File: src/rtl/ldf_pkg.sv
`default_nettype none
package ldf_pkg;

    localparam int unsigned LenWidth      = 27;
    localparam int unsigned MaxLenDefault = 64 * 1024 * 1024;
    localparam int unsigned HdrWidth      = 24;

    typedef enum logic [1:0] {
        PH_HEADER  = 2'd0,
        PH_PAYLOAD = 2'd1,
        PH_HALTED  = 2'd2
    } phase_t;

    typedef enum logic [1:0] {
        KIND_PAYLOAD = 2'd0,
        KIND_ABORT   = 2'd1,
        KIND_BAD_LEN = 2'd2
    } kind_t;

    typedef enum logic {
        CMD_DATA  = 1'b0,
        CMD_RESET = 1'b1
    } cmd_t;

    typedef struct packed {
        logic       valid;
        kind_t      kind;
        logic [7:0] payload_byte;
        logic       last;
    } result_t;

endpackage
`default_nettype wire

File: src/rtl/ldf_parser.sv
`default_nettype none
module ldf_parser #(
    parameter int unsigned LEN_WIDTH = ldf_pkg::LenWidth
) (
    input  wire logic                 aclk,
    input  wire logic                 aresetn,
    input  wire logic                 step,
    input  wire logic                 cmd,
    input  wire logic [7:0]           data_byte,
    input  wire logic [LEN_WIDTH-1:0] max_packet_len,
    output ldf_pkg::result_t          result
);
    import ldf_pkg::*;

    phase_t                phase_reg, phase_next;
    logic [HdrWidth-1:0]   header_shift_reg, header_shift_next;
    logic [1:0]            header_count_reg, header_count_next;
    logic [LEN_WIDTH-1:0]  bytes_left_reg, bytes_left_next;

    logic [31:0]           hdr_len;
    logic                  len_bad;
    logic [LEN_WIDTH-1:0]  left_dec;
    logic                  is_last;

    assign hdr_len  = {header_shift_reg, data_byte};
    assign len_bad  = (hdr_len == 32'd0) || (hdr_len > 32'(max_packet_len));
    assign left_dec = bytes_left_reg - LEN_WIDTH'(1);
    assign is_last  = (left_dec == '0);

    // next state
    always_comb begin
        phase_next        = phase_reg;
        header_shift_next = header_shift_reg;
        header_count_next = header_count_reg;
        bytes_left_next   = bytes_left_reg;
        if (cmd == CMD_RESET) begin
            phase_next        = PH_HEADER;
            header_shift_next = '0;
            header_count_next = '0;
            bytes_left_next   = '0;
        end else begin
            case (phase_reg)
                PH_HEADER: begin
                    if (header_count_reg != 2'd3) begin
                        header_shift_next = {header_shift_reg[HdrWidth-9:0], data_byte};
                        header_count_next = header_count_reg + 2'd1;
                    end else begin
                        header_shift_next = '0;
                        header_count_next = '0;
                        if (len_bad) begin
                            phase_next      = PH_HALTED;
                            bytes_left_next = '0;
                        end else begin
                            phase_next      = PH_PAYLOAD;
                            bytes_left_next = hdr_len[LEN_WIDTH-1:0];
                        end
                    end
                end
                PH_PAYLOAD: begin
                    bytes_left_next = left_dec;
                    if (is_last) begin
                        phase_next = PH_HEADER;
                    end
                end
                default: begin
                    // halted: drop data until link reset
                end
            endcase
        end
    end

    // result for the current word
    always_comb begin
        result              = '0;
        result.kind         = KIND_PAYLOAD;
        if (cmd == CMD_RESET) begin
            if (phase_reg == PH_PAYLOAD) begin
                result.valid = 1'b1;
                result.kind  = KIND_ABORT;
            end
        end else begin
            case (phase_reg)
                PH_HEADER: begin
                    if (header_count_reg == 2'd3 && len_bad) begin
                        result.valid = 1'b1;
                        result.kind  = KIND_BAD_LEN;
                    end
                end
                PH_PAYLOAD: begin
                    result.valid        = 1'b1;
                    result.payload_byte = data_byte;
                    result.last         = is_last;
                end
                default: begin
                    result.valid = 1'b0;
                end
            endcase
        end
    end

    always_ff @(posedge aclk) begin
        if (!aresetn) begin
            phase_reg        <= PH_HEADER;
            header_shift_reg <= '0;
            header_count_reg <= '0;
            bytes_left_reg   <= '0;
        end else if (step) begin
            phase_reg        <= phase_next;
            header_shift_reg <= header_shift_next;
            header_count_reg <= header_count_next;
            bytes_left_reg   <= bytes_left_next;
        end
    end

endmodule
`default_nettype wire

File: src/rtl/ldf_out_reg.sv
`default_nettype none
module ldf_out_reg (
    input  wire logic              aclk,
    input  wire logic              aresetn,
    input  wire logic              load,
    input  wire ldf_pkg::result_t  result,
    output logic                   free,
    output logic                   m_tvalid,
    input  wire logic              m_tready,
    output logic [7:0]             m_tdata,
    output logic [1:0]             m_tuser,
    output logic                   m_tlast
);
    import ldf_pkg::*;

    logic       valid_reg, valid_next;
    kind_t      kind_reg;
    logic [7:0] byte_reg;
    logic       last_reg;

    assign free = !valid_reg || m_tready;

    always_comb begin
        valid_next = valid_reg;
        if (load) begin
            valid_next = result.valid;
        end else if (m_tready) begin
            valid_next = 1'b0;
        end
    end

    always_ff @(posedge aclk) begin
        if (!aresetn) begin
            valid_reg <= 1'b0;
        end else begin
            valid_reg <= valid_next;
        end
    end

    always_ff @(posedge aclk) begin
        if (load) begin
            kind_reg <= result.kind;
            byte_reg <= result.payload_byte;
            last_reg <= result.last;
        end
    end

    assign m_tvalid = valid_reg;
    assign m_tdata  = byte_reg;
    assign m_tuser  = kind_reg;
    assign m_tlast  = last_reg;

endmodule
`default_nettype wire

File: src/rtl/length_prefixed_deframer_top.sv
`default_nettype none
// An s_ word passes the input register, then the result register, to m_tvalid.
// Throughput: one word per cycle unless m_tready stalls; the header compare and
// the byte-count decrement sit in the single parser stage between the two registers.
// Header words (bar a bad-length last one), halted-state data and link resets
// outside a payload give no result. Reset (aresetn low, synchronous): parser to
// header phase, both stages empty, max_packet_len back to 64 MiB.
module length_prefixed_deframer_top #(
    parameter int unsigned LEN_WIDTH   = ldf_pkg::LenWidth,
    parameter int unsigned MAX_LEN_RST = ldf_pkg::MaxLenDefault
) (
    input  wire logic                 aclk,
    input  wire logic                 aresetn,
    // config write
    input  wire logic                 cfg_valid,
    output logic                      cfg_ready,
    input  wire logic [LEN_WIDTH-1:0] cfg_data,    // max_packet_len
    // input stream
    input  wire logic                 s_tvalid,
    output logic                      s_tready,
    input  wire logic [7:0]           s_tdata,     // [7:0] data_byte
    input  wire logic                 s_tuser,     // [0] cmd
    // result stream
    output logic                      m_tvalid,
    input  wire logic                 m_tready,
    output logic [7:0]                m_tdata,     // [7:0] payload_byte
    output logic [1:0]                m_tuser,     // [1:0] kind
    output logic                      m_tlast      // last
);
    import ldf_pkg::*;

    logic [LEN_WIDTH-1:0] max_len_reg;
    logic                 in_valid_reg, in_valid_next;
    logic                 in_cmd_reg;
    logic [7:0]           in_byte_reg;
    logic                 out_free;
    logic                 advance;
    result_t              result;

    assign cfg_ready = 1'b1;
    assign advance   = in_valid_reg && out_free;
    assign s_tready  = !in_valid_reg || advance;

    always_ff @(posedge aclk) begin
        if (!aresetn) begin
            max_len_reg <= LEN_WIDTH'(MAX_LEN_RST);
        end else if (cfg_valid) begin
            max_len_reg <= cfg_data;
        end
    end

    always_comb begin
        in_valid_next = in_valid_reg;
        if (s_tvalid && s_tready) begin
            in_valid_next = 1'b1;
        end else if (advance) begin
            in_valid_next = 1'b0;
        end
    end

    always_ff @(posedge aclk) begin
        if (!aresetn) begin
            in_valid_reg <= 1'b0;
        end else begin
            in_valid_reg <= in_valid_next;
        end
    end

    always_ff @(posedge aclk) begin
        if (s_tvalid && s_tready) begin
            in_cmd_reg  <= s_tuser;
            in_byte_reg <= s_tdata;
        end
    end

    ldf_parser #(
        .LEN_WIDTH(LEN_WIDTH)
    ) u_parser (
        .aclk          (aclk),
        .aresetn       (aresetn),
        .step          (advance),
        .cmd           (in_cmd_reg),
        .data_byte     (in_byte_reg),
        .max_packet_len(max_len_reg),
        .result        (result)
    );

    ldf_out_reg u_out (
        .aclk    (aclk),
        .aresetn (aresetn),
        .load    (advance),
        .result  (result),
        .free    (out_free),
        .m_tvalid(m_tvalid),
        .m_tready(m_tready),
        .m_tdata (m_tdata),
        .m_tuser (m_tuser),
        .m_tlast (m_tlast)
    );

endmodule
`default_nettype wire
File: config.mk
export PLATFORM = sky130hd
export DESIGN_NAME = length_prefixed_deframer_top
export DESIGN_NICKNAME = d
export VERILOG_FILES = /design/src/rtl/ldf_pkg.sv /design/src/rtl/ldf_parser.sv /design/src/rtl/ldf_out_reg.sv /design/src/rtl/length_prefixed_deframer_top.sv
export SDC_FILE = /design/constraint.sdc
export NUM_CORES = 1
export LEC_CHECK = 0
export ABC_AREA = 0
export BUFFER_PORTS_ARGS = -buffer_cell sky130_fd_sc_hd__buf_2
export CORE_MARGIN = 4
export CORE_UTILIZATION = 48
export DETAILED_ROUTE_END_ITERATION = 8
export MAX_ROUTING_LAYER = met4
export PLACE_DENSITY = 0.7
export SLEW_MARGIN = 15
export SYNTH_ARGS = -nofsm -noshare
export SYNTH_HDL_FRONTEND = slang
export SYNTH_SLANG_ARGS = --single-unit
export TNS_END_PERCENT = 5
File: constraint.sdc
create_clock -name aclk -period 3.9 [get_ports aclk]
set_input_delay 0.195 -clock aclk [delete_from_list [all_inputs] [get_ports aclk]]
set_output_delay 0.195 -clock aclk [all_outputs]
set_load 0.02 [all_outputs]
After elaboration in Yosys (flattened, before gate mapping). Cells that the tools add are included.

Bitwise gates (word level): 1. Mux-type cells: 24. Reductions and logical operators: 19. Equality and inequality tests: 5. Order comparisons: 1. Add/subtract/negate cells: 2.

Operators by type and width (count): two-way mux 27 bit (3); two-way mux 24 bit (3); case mux 27 bit (2 select lines) (1); > comparator 32 x 27 -> 1 bit (1); zero test 32 bit (1); zero test 27 bit (1); subtractor 27 x 1 -> 27 bit, second input constant (1); two-way mux 2 bit (8); two-way mux 3 bit (3); nonzero test 2 bit (3); two-way mux 1 bit (4); case mux 2 bit (2 select lines) (1); AND reduction 4 bit (1); logical AND 1 bit (3); logical OR 1 bit (3); != test 3 x 2 -> 1 bit, second input constant (1); != test 3 bit, second input constant (1); AND reduction 3 bit (1); nonzero test 3 bit (1); adder 2 x 1 -> 2 bit, second input constant (1); == test 2 x 1 -> 1 bit, second input constant (1); == test 2 bit, second input constant (1); zero test 1 bit (2); zero test 2 bit (1); other kinds (5) (5).

Register bits after elaboration: 104. Logic and storage cells: 64. Output and inout bits: 14. Input bits: 41.

Logic depth before layout (Yosys ltp). Gate-level depths: netlist (run 1).

Depth after elaboration: 7. Gate-level depth with buffers: 10. Depth with buffers taken out: 9.

Hierarchy. From an unflattened synthesis (run 1), not the netlist that was laid out.

Cell total of the unflattened synthesis: 636. Area, all modules: 5680.4 µm².

Modules (own cells, without submodules): ldf_parser (cells an instance 517, area each 3940.0 µm², seq. area each 1101.1 µm², instances 1); length_prefixed_deframer_top (cells an instance 103, area each 1367.6 µm², seq. area each 830.8 µm², instances 1); ldf_out_reg (cells an instance 16, area each 372.9 µm², seq. area each 350.3 µm², instances 1).

Worst setup path before layout (run 1). OpenSTA, ideal clock, no wires.

Kind: reg2reg. Start: reg u_parser.bytes_left_reg[0]. End: reg u_parser.phase_reg[0]. Path buffers: 1. Period minus slack after synthesis: 2.687 ns. Cell stages (with the launch flop): 11. Slack: 1.213 ns. Library setup time: 0.122 ns. Data required time: 3.778 ns. Arrival time: 2.565 ns. Path through: dfxtp_1 -> inv_1 -> ha_1 -> or4b_4 -> buf_4 -> nor4_1 -> nand3_1 -> xor2_1 -> nor4b_1 -> a41oi_1 -> a221o_1.

Cells in the longest elaborated chain, start to end: 4.

Ends and longest elaborated chain: start: declaration (RTL line ldf_parser.sv:18) `logic [LEN_WIDTH-1:0] bytes_left_reg, bytes_left_next;`; start signal: assignment (RTL line ldf_parser.sv:111) `bytes_left_reg <= bytes_left_next;`; subtractor 27 x 1 -> 27 bit (RTL line ldf_parser.sv:27) `assign left_dec = bytes_left_reg - LEN_WIDTH'(1);`; zero test 27 bit (RTL line ldf_parser.sv:28) `assign is_last = (left_dec == '0);`; != test 3 x 2 -> 1 bit (no source line); AND reduction 4 bit (no source line); end signal: assignment (RTL line ldf_parser.sv:108) `phase_reg <= phase_next;`; end: declaration (RTL line ldf_parser.sv:15) `phase_t phase_reg, phase_next;`.

No other way between the ends. A chain may end at the register's enable or synchronous reset.

Worst setup path in the final report (run 1). Ends and elaborated chain as after synthesis.

==> results of run 1 <==
==> per-stage QoR <==
step           utilization (%)  instance area, µm²  hold slack, ns  cells  worst slack (ns)
5_1_grt                   55.2                6380       0.0000634    834             0.614
4_1_cts                   55.1                6370         0.00236    833             0.922
3_5_place_dp              52.6                6080           0.373    817             0.928
2_1_floorplan                -                5760           0.294    652              1.21
6_report                  55.2                6380          0.0139    834             0.896
3_3_place_gp              52.6                6080           0.373    817              1.10
==> cells by family after synthesis <==
family,share of synthesized area [%]
adder cells (fa/ha/maj),6.52
flip-flops,39.6
AND/OR/NAND/NOR,25.0
other,0.0651
XOR/XNOR,0.912
AO/OA/AOI/OAI,18.4
buffers and inverters,4.95
multiplexers,4.52
==> Yosys cell counts (all sizes together), types with 2 or more instances <==
cell	n	area, µm²
xor2	4	35.0
ha	30	375
edfxtp	20	601
nor3b	3	22.5
a22oi	10	75.1
nor2	34	128
nand3	36	180
o22ai	2	12.5
nor4	18	134
and2	12	75.1
a21o	6	45.0
and3b	2	17.5
or3	7	48.8
nand2	52	195
dfxtp	84	1680
clkbuf	27	101
a221oi	6	58.8
mux2i	26	260
a2111o	2	22.5
xnor2	2	17.5
a41oi	2	17.5
a31oi	6	37.5
nor3	13	70.1
o21a	4	30.0
a21oi	35	175
nor2b	49	307
and3	5	31.3
buf	10	63.8
or4	6	45.0
nand4	12	75.1
and4	2	17.5
o211ai	5	51.3
o21ai	26	130
inv	32	120
nor4b	4	41.3
a21boi	37	278
==> routing by layer <==
metal,wire length (µm),share of wire (%)
met1,6420,43
met2,7040,47
met3,1250,8.3
met4,332,2.2
met5,0,0
==> placed cells by master (no fill, tap or decap), drive strengths merged, types with 2 or more instances in the layout <==
cell type | Yosys | routed
xnor2 | 2 | 2
nor4 | 18 | 18
a22oi | 10 | 10
buf | 10 | 59
nor3b | 3 | 3
dfxtp | 84 | 84
o211ai | 5 | 5
or3 | 7 | 7
o21ai | 26 | 26
nand4 | 12 | 12
nor2 | 34 | 34
nand2 | 52 | 52
nand3 | 36 | 36
o22ai | 2 | 2
and3b | 2 | 2
a21boi | 37 | 37
a41oi | 2 | 2
o21a | 4 | 4
a21o | 6 | 6
a31oi | 6 | 6
a21oi | 35 | 35
or4 | 6 | 6
a221oi | 6 | 6
a2111o | 2 | 2
inv | 32 | 36
mux2i | 26 | 26
nor4b | 4 | 4
clkbuf | 27 | 10
nor2b | 49 | 49
and4 | 2 | 2
ha | 30 | 30
nor3 | 13 | 13
edfxtp | 20 | 20
xor2 | 4 | 4
and3 | 5 | 5
and2 | 12 | 12
==> power by group <==
group | leakage, nW | internal [mW] | total (mW) | switching [mW]
sequential | 0.882 | 1.13 | 1.16 | 0.0373
combinational | 1.55 | 0.0851 | 0.194 | 0.109
clock | 0.139 | 0.448 | 0.876 | 0.428
==> final cells by class <==
| type | count | area [µm²] | share of cell area [%] |
|---|---|---|---|
| Multi-Input combinational cell | 479 | 3200 | 50.0 |
| Sequential cell | 104 | 2280 | 35.7 |
| Timing Repair Buffer | 60 | 320 | 5.02 |
| Clock buffer | 10 | 229 | 3.59 |
| Tap cell | 143 | 179 | 2.80 |
| Inverter | 32 | 120 | 1.88 |
| Clock inverter | 6 | 58.8 | 0.921 |
==> worst paths after layout <==
check	from	endpoint	slack (ns)	depth (start not counted)
max	u_parser.bytes_left_reg[0]	u_parser.phase_reg[0]	0.90	9
min	s_tdata[3]	in_byte_reg[3]	0.01	1
max reg2reg	u_parser.bytes_left_reg[0]	u_parser.phase_reg[0]	0.90	9
min reg2reg	u_parser.header_shift_reg[21]	u_parser.header_shift_reg[21]	0.47	2
==> impl_metrics.env, run 1 <==
export IMPL_synth_cell_types=70
export IMPL_drtIter0Drc=386
export IMPL_p_leak_nw=2.57
export IMPL_slowest_delay_ns=0.62
export IMPL_finalSetupViolCount=0
export IMPL_syn_avg_cell_area_um2=8.83
export IMPL_grt_use_total_pct=22.5
export IMPL_cts_hold_buf=0
export IMPL_endpoint_kind="register"
export IMPL_synth_flop_cell="dfxtp_1"
export IMPL_mappedNetlistNets=723
export IMPL_crit_slowest_cell="or4b_4"
export IMPL_routed_wl_um=15000
export IMPL_via_count=5024
export IMPL_antenna_cells=0
export IMPL_final_layout_size_suffix_gt1_share_pct=12.3
export IMPL_drc=0
export IMPL_io_buffer_count=53
export IMPL_grt_pass1_vias=4900
export IMPL_clock_latency_ns=0.36
export IMPL_grt_busiest_layer="met2"
export IMPL_clock_sinks=104
export IMPL_fin_setup_tns_ns=0
export IMPL_cts_tree="yes"
export IMPL_initial_core_util_pct=49.8
export IMPL_cts_buffers=9
export IMPL_synthCells=652
export IMPL_synthArstFlopShare_pct=0
export IMPL_final_nets=757
export IMPL_fill_cells=1037
export IMPL_yosysWarnings=0
export IMPL_seq_area_frac_synth_pct=39.6
export IMPL_cp_top_family="simple AND/OR/NAND/NOR gates"
export IMPL_via_per_inst=6.02
export IMPL_fmax_mhz=333
export IMPL_ys_ff_latch=104
export IMPL_antenna_found_initial=0
export IMPL_worst_pin_slew_ns=0.834
export IMPL_die_w_um=118
export IMPL_clk_pin_slew_worst_paths_ns=0.07
export IMPL_ctsResizeCount=0
export IMPL_ios=55
export IMPL_core_area_um2=11600
export IMPL_grt_max_degree=70
export IMPL_die_area_um2=13800
export IMPL_grtUsageMet2_pct=35.4
export IMPL_rows=39
export IMPL_area_delta_synth_final_pct=10.9
export IMPL_met3_usage_pct=6.92
export IMPL_path_max_fanout=11
export IMPL_status="finished, final reports clean"
export IMPL_wl_per_cell_um=18.0
export IMPL_ir_worst_vdd_mv=0.369
export IMPL_synthesis_area_um2=5760
export IMPL_power_total_mw=2.23
export IMPL_place_congestion=0.930
export IMPL_worstSetupStartpointType="register"
export IMPL_crit_type="reg2reg"
export IMPL_rsz0062_at_grt="no"
export IMPL_dp_hpwl_um=10800
export IMPL_required_ns=4.14
export IMPL_drv_cap=0
export IMPL_dr_pass1_iters=5
export IMPL_fin_skew_ns=0.0128
export IMPL_finalHoldViolCount=0
export IMPL_period_needed_ns=3.00
export IMPL_grt_pass1_wl_um=24700
export IMPL_grt_overflow=0
export IMPL_dieHeight_um=118
export IMPL_fin_crit_sh_pct=77.0
export IMPL_path_buf_inv=1
export IMPL_finalMaxSlewViolations=0
export IMPL_root_buffer="clkbuf_16"
export IMPL_cts_max_path_buffers=2
export IMPL_slew_headroom_pct=44.4
export IMPL_postCtsSetupBuffers=0
export IMPL_holdCritPathClass="in2reg"
export IMPL_htree_levels=3
export IMPL_final_antenna_net_count=0
export IMPL_use_met1_pct=27.9
export IMPL_crit_chain="inv_1 > ha_1 > or4b_4 > nor4_1 > nand3_1 > xor2_1 > nor4b_1 > a41oi_1 > a221o_1"
export IMPL_cp_arrival_ns=3.24
export IMPL_powerDensity_nw_per_um2=350
export IMPL_synth_edf_count=20
No activity file was read; power rests on OpenSTA's default activity.
==> run 2: changes to the inputs <==
--- a/config.mk
+++ b/config.mk
@@ -5,13 +5,13 @@
 export SDC_FILE = /design/constraint.sdc
 export NUM_CORES = 1
 export LEC_CHECK = 0
-export ABC_AREA = 0
+export ABC_AREA = 1
 export BUFFER_PORTS_ARGS = -buffer_cell sky130_fd_sc_hd__buf_2
 export CORE_MARGIN = 4
 export CORE_UTILIZATION = 48
 export DETAILED_ROUTE_END_ITERATION = 8
 export MAX_ROUTING_LAYER = met4
-export PLACE_DENSITY = 0.7
+export PLACE_DENSITY = 0.72
 export SLEW_MARGIN = 15
 export SYNTH_ARGS = -nofsm -noshare
 export SYNTH_HDL_FRONTEND = slang
==> constraint.sdc (replaced) <==
create_clock -name aclk -period 2.5 [get_ports aclk]
set_input_delay 0.125 -clock aclk [delete_from_list [all_inputs] [get_ports aclk]]
set_output_delay 0.125 -clock aclk [all_outputs]
set_load 0.02 [all_outputs]
==> impl_metrics.env, run 2 <==
export IMPL_io_buffer_count=53
export IMPL_fmax_mhz=442
export IMPL_die_area_um2=13800
export IMPL_period_needed_ns=2.26
export IMPL_powerDensity_nw_per_um2=556
export IMPL_yosysTopAreaCell="dfxtp_1"
export IMPL_drv_cap=0
export IMPL_grt_max_degree=41
export IMPL_synthesis_area_um2=5740
export IMPL_ios=55
export IMPL_endpoint_kind="register"
export IMPL_fin_setup_tns_ns=0
export IMPL_rows=39
export IMPL_grt_use_total_pct=20.9
export IMPL_yosysMostFrequentCell="nand2_1"
export IMPL_grt_overflow=0
export IMPL_crit_type="reg2reg"
export IMPL_via_count=5405
export IMPL_root_buffer="clkbuf_16"
export IMPL_netlist_top_cells_area="dfxtp_1 (29%), nand2_1 (13%), edfxtp_1 (10%)"
export IMPL_postLayoutCellArea_um2=6550
export IMPL_rsz0062_at_grt="no"
export IMPL_timing_hold_ws_ns=0.0296
export IMPL_layout_cells_non_filler=1027
export IMPL_fin_skew_ns=0.00995
export IMPL_dieHeight_um=117
export IMPL_finalHoldViolCount=0
export IMPL_seq_area_frac_synth_pct=39.7
export IMPL_synth_cell_types=35
export IMPL_drtIter0Drc=406
export IMPL_path_max_fanout=22
export IMPL_synthCells=822
export IMPL_final_antenna_net_count=0
export IMPL_core_area_um2=11600
export IMPL_post_dp_cell_area_um2=6130
export IMPL_finalSetupViolCount=0
export IMPL_required_ns=2.78
export IMPL_final_cell_mix="nand2_1 (203), nor2_1 (94), a21oi_1 (93)"
export IMPL_cts_tree="yes"
export IMPL_grt_pass1_vias=4872
export IMPL_clock_latency_ns=0.36
export IMPL_syn_avg_cell_area_um2=6.99
export IMPL_cts_max_path_buffers=2
export IMPL_regArea_um2=2280
export IMPL_place_congestion=0.943
export IMPL_yosysWarnings=0
export IMPL_layout_commonest_cell="nand2_1"
export IMPL_worstSetupStartpointType="register"
export IMPL_fin_crit_sh_pct=90.6
export IMPL_slew_headroom_pct=40.8
export IMPL_die_w_um=117
export IMPL_dpl_cell_count=997
export IMPL_fill_cells=1070
export IMPL_finalMaxSlewViolations=0
export IMPL_initial_core_util_pct=49.6
export IMPL_ir_worst_vdd_mv=0.384
export IMPL_mappedNetlistNets=893
export IMPL_multi_input_area_um2=3000
export IMPL_p_leak_nw=3.09
export IMPL_synth_flop_cell="dfxtp_1"
export IMPL_clk_pin_slew_worst_paths_ns=0.07
export IMPL_wl_per_cell_um=13.5
export IMPL_synth_edf_count=20
export IMPL_final_nets=950
export IMPL_ys_ff_latch=104
export IMPL_worst_pin_slew_ns=0.885
export IMPL_synth_top_area_share_pct=29.3
export IMPL_grt_pass1_wl_um=23200
export IMPL_synthArstFlopShare_pct=0
export IMPL_synth_common_cells="nand2_1 (203), nor2_1 (94), a21oi_1 (93)"
export IMPL_via_per_inst=5.26
export IMPL_final_layout_size_suffix_gt1_share_pct=12.2
export IMPL_antenna_cells=0
export IMPL_dr_pass1_iters=5
export IMPL_htree_levels=3
export IMPL_drc=0
export IMPL_status="finished, final reports clean"
export IMPL_holdCritPathClass="in2reg"
export IMPL_area_delta_synth_final_pct=14.0
export IMPL_dp_hpwl_um=9930
export IMPL_antenna_found_initial=0
export IMPL_routed_wl_um=13800
export IMPL_cts_buffers=9
export IMPL_cp_arrival_ns=2.55
export IMPL_clock_sinks=104
## run 2: cell count changes after synthesis, moves of 13 or more
cell and change:
nand2_1 +151, nor2_1 +60, a21oi_1 +58, nor2b_1 -49, inv_1 +48, o21ai_0 +36, mux2i_1 -26, a21boi_0 -24
nand4_1 +20, a21boi_1 -13
## run 2: area by class of cell
class                      instances  share of cell area [%]
clock buffer                      10                    3.50
timing repair buffer              80                    7.59
sequential                       104                    34.9
multi-input combinational        601                    45.9
clock inverter                     6                   0.650
inverter                          83                    4.76
tap                              143                    2.73
## run 2: path summary, 6_finish.rpt
kind | from | endpoint | slack, ns | cells past startpoint
max | u_parser.header_shift_reg[17] | u_parser.bytes_left_reg[14] | 0.24 | 12
min | cfg_valid | max_len_reg[26] | 0.03 | 2
max reg2reg | u_parser.header_shift_reg[17] | u_parser.bytes_left_reg[14] | 0.24 | 12
min reg2reg | max_len_reg[11] | max_len_reg[11] | 0.46 | 2
## run 2: logic make-up after synthesis
group           share of synthesized area [%]
compound gates                           14.8
xor+xnor                                0.458
fa+ha+maj                                6.54
buf+inv                                  8.02
flops                                    39.7
other cells                            0.0653
simple gates                             30.4
## run 2: critical path: stages (launching register included)
cell and delay, ns:
dfxtp_1 0.37, ha_1 0.33, nand2_1 0.07, nor3_1 0.24
nand2_1 0.08, nor2_1 0.20, nand4_1 0.13, nand2_2 0.13
buf_6 0.19, nand4_1 0.15, nand2_1 0.10, nand2_1 0.05
a21oi_1 0.14
## run 2: what timing repair did
action                                  CTS  global route
buffers inserted                          0             4
hold buffers                             10             0
gates resized for setup                   0             2
endpoints found under the hold margin    10             0
endpoints found under the setup margin    0             9
## run 2: metrics by stage
step	total power [mW]	util, %	setup WS, ns
global route	3.82	56.6	0.00813
detailed placement	2.32	53.0	0.139
floorplan	2.18	-	0.628
CTS	3.65	56.3	0.133
global placement	2.32	53.0	0.194
finish	3.64	56.6	0.235
## run 2: where the power goes
part           switching, mW  internal (mW)
Sequential            0.0634           1.78
Clock                  0.647          0.684
Combinational          0.281          0.180
Total                  0.992           2.65
## run 2: per-layer routing
metal | vias to the layer above | track usage (%) | wire [µm]
li1 | 2826 | - | -
met1 | 2393 | 27.8 | 6470
met2 | 163 | 31.9 | 6220
met3 | 23 | 3.90 | 786
met4 | 0 | 7.77 | 361
met5 | - | - | 0
==> run 3: changes to the inputs <==
==> constraint.sdc (replaced) <==
create_clock -name aclk -period 2.5 [get_ports aclk]
set_input_delay 0.25 -clock aclk [delete_from_list [all_inputs] [get_ports aclk]]
set_output_delay 0.25 -clock aclk [all_outputs]
set_load 0.02 [all_outputs]
==> impl_metrics.env, run 3 (synthesis results as in run 2) <==
export IMPL_drc=0
export IMPL_reg2reg_depth=16
export IMPL_path_max_fanout=8
export IMPL_fin_setup_tns_ns=0
export IMPL_crit_chain="inv_1 > ha_2 > nand2_2 > nor2_2 > buf_4 > nand3_1 > nand2_1 > nand2_1 > nor2_1 > nand2_1 > nor2_1 > nand2_1 > nand2_2 > nand2_1 > nand2_1 > a21oi_2"
export IMPL_timing_hold_ws_ns=0.0681
export IMPL_fin_skew_ns=0.00862
export IMPL_fmax_mhz=456
export IMPL_initial_core_util_pct=49.6
export IMPL_hold_end="in_cmd_reg"
export IMPL_cp_arrival_ns=2.41
export IMPL_dr_pass1_iters=4
export IMPL_final_nets=939
export IMPL_via_per_inst=5.31
export IMPL_grt_use_total_pct=21.2
export IMPL_fill_cells=1107
export IMPL_pwr_share_comb_pct=13.0
export IMPL_crit_top_cell="nand2_1"
export IMPL_io_buffer_count=53
export IMPL_worstSetupStartpointType="register"
export IMPL_dieHeight_um=117
export IMPL_worst_r2r_endpoint="u_parser.phase_reg[0]"
export IMPL_antenna_cells=0
export IMPL_p_sw_share_pct=26.8
export IMPL_rrSetupSlack_ns=0.31
export IMPL_p_clk_share_pct=35.7
export IMPL_postCtsSetupBuffers=0
export IMPL_endpoint_kind="register"
export IMPL_clk_pin_slew_worst_paths_ns=0.07
export IMPL_post_dp_cell_area_um2=6170
export IMPL_status="finished, final reports clean"
export IMPL_holdCritPathClass="in2reg"
export IMPL_clock_latency_ns=0.35
export IMPL_period_needed_ns=2.19
export IMPL_clock_sinks=104
export IMPL_drtIter0Drc=389
export IMPL_r2r_start="u_parser.bytes_left_reg[0]"
export IMPL_finalSetupViolCount=0
export IMPL_via_count=5390
export IMPL_crit_slowest_cell="dfxtp_1"
export IMPL_final_cell_mix="nand2_1 (203), nor2_1 (94), a21oi_1 (93)"
export IMPL_power_frac_seq_pct=51.2
export IMPL_crit_type="reg2reg"
export IMPL_ir_worst_vdd_mv=0.384
export IMPL_core_area_um2=11600
export IMPL_die_area_um2=13800
export IMPL_p_sw_mw=0.966
export IMPL_drv_cap=0
export IMPL_postLayoutCellArea_um2=6440
export IMPL_worst_pin_slew_ns=0.680
export IMPL_grt_pass1_vias=4968
export IMPL_cts_max_path_buffers=2
export IMPL_fin_crit_sh_pct=87.7
export IMPL_slowest_delay_ns=0.31
export IMPL_finalHoldViolCount=0
export IMPL_p_leak_nw=3.03
export IMPL_slew_headroom_pct=54.6
export IMPL_hold_path_depth=1
export IMPL_powerDensity_nw_per_um2=559
export IMPL_required_ns=2.72
export IMPL_power_total_mw=3.60
export IMPL_cts_hold_buf=0
export IMPL_min_delay_start="s_tuser"
export IMPL_ios=55
export IMPL_final_antenna_net_count=0
export IMPL_rsz0062_at_grt="no"
export IMPL_htree_levels=3
export IMPL_rows=39
export IMPL_cts_buffers=9
export IMPL_routed_wl_um=14200
export IMPL_grt_max_degree=41
export IMPL_root_buffer="clkbuf_16"
export IMPL_final_layout_size_suffix_gt1_share_pct=12.1
export IMPL_die_w_um=117
export IMPL_utilization_pct=55.7
export IMPL_grt_pass1_wl_um=23700
export IMPL_layout_commonest_cell="nand2_1"
export IMPL_grt_overflow=0
export IMPL_wl_per_cell_um=14.0
export IMPL_finalMaxSlewViolations=0
export IMPL_p_int_mw=2.63
export IMPL_dp_hpwl_um=10100
export IMPL_antenna_found_initial=0
export IMPL_place_congestion=0.924
export IMPL_area_delta_synth_final_pct=12.2
export IMPL_cts_tree="yes"
==> run 3: cell types whose count changed in the layout (fill, tap and decap cells not counted) <==
cell           delta
clkinv_1          +1
ha_1              -1
inv_6             -1
clkbuf_1          +1
clkinvlp_4        +2
buf_12            +1
clkinv_2          -2
buf_4             -1
ha_2              +1
inv_8             -1
buf_6             -1
dlygate4sd3_1    -10
==> run 3: power by group through the flow <==
stage | sequential (mW) | clock [mW] | combinational [mW]
final | 1.85 | 1.29 | 0.469
after global placement | 1.88 | 0 | 0.455
after global routing | 1.85 | 1.38 | 0.542
after detailed placement | 1.88 | 0 | 0.463
after floorplan | 1.86 | 0 | 0.320
after CTS | 1.84 | 1.31 | 0.467
==> run 3: what timing repair did <==
action	4_1_cts	5_1_grt
gates resized for setup	0	2
endpoints found under the setup margin	0	2
hold endpoints to repair	0	0
==> run 3: how the worst max path moves through the flow <==
| stage | startpoint | depth (start not counted) | slack [ns] | end |
|---|---|---|---|---|
| final | u_parser.bytes_left_reg[0] | 16 | 0.31 | u_parser.phase_reg[0] |
| after global routing | u_parser.bytes_left_reg[0] | 16 | 0.009 | u_parser.phase_reg[0] |
| after CTS | u_parser.bytes_left_reg[0] | 16 | 0.27 | u_parser.phase_reg[0] |
| after detailed placement | u_parser.bytes_left_reg[0] | 16 | 0.33 | u_parser.phase_reg[0] |
| after global placement | in_byte_reg[1] | 16 | 0.33 | u_parser.bytes_left_reg[7] |
| after floorplan | u_parser.bytes_left_reg[0] | 16 | 0.63 | u_parser.phase_reg[0] |
==> run 3: routing by layer <==
metal,GRT usage (%),vias to the layer above,wire [µm],part of all wire [%]
met5,-,-,0,0
met4,7.11,0,174,1.2
met3,3.13,16,729,5.1
met2,33.4,153,6590,46
met1,28.2,2409,6700,47
li1,-,2812,-,-
==> run 3: layout make-up <==
cell class	count	area [µm²]	share of cell area [%]
sequential	104	2280	35.4
multi-input combinational	601	3010	46.7
tap	143	179	2.78
clock buffer	11	233	3.61
clock inverter	5	31.3	0.486
inverter	83	312	4.84
timing repair buffer	69	398	6.18
==> run 3: metrics by stage <==
stage	worst slack (ns)	cells
final	0.308	1016
after global routing	0.00883	1016
after CTS	0.274	1016
after detailed placement	0.335	1000
after global placement	0.328	1000
after floorplan	0.628	822
==> run 3: critical path: cells and delay by family (launching register included) <==
kind | cells | cell delay [ns]
compound gates | 1 | 0.05
fa+ha+maj | 1 | 0.26
buf+inv | 2 | 0.36
flops | 1 | 0.31
simple gates | 12 | 1.07
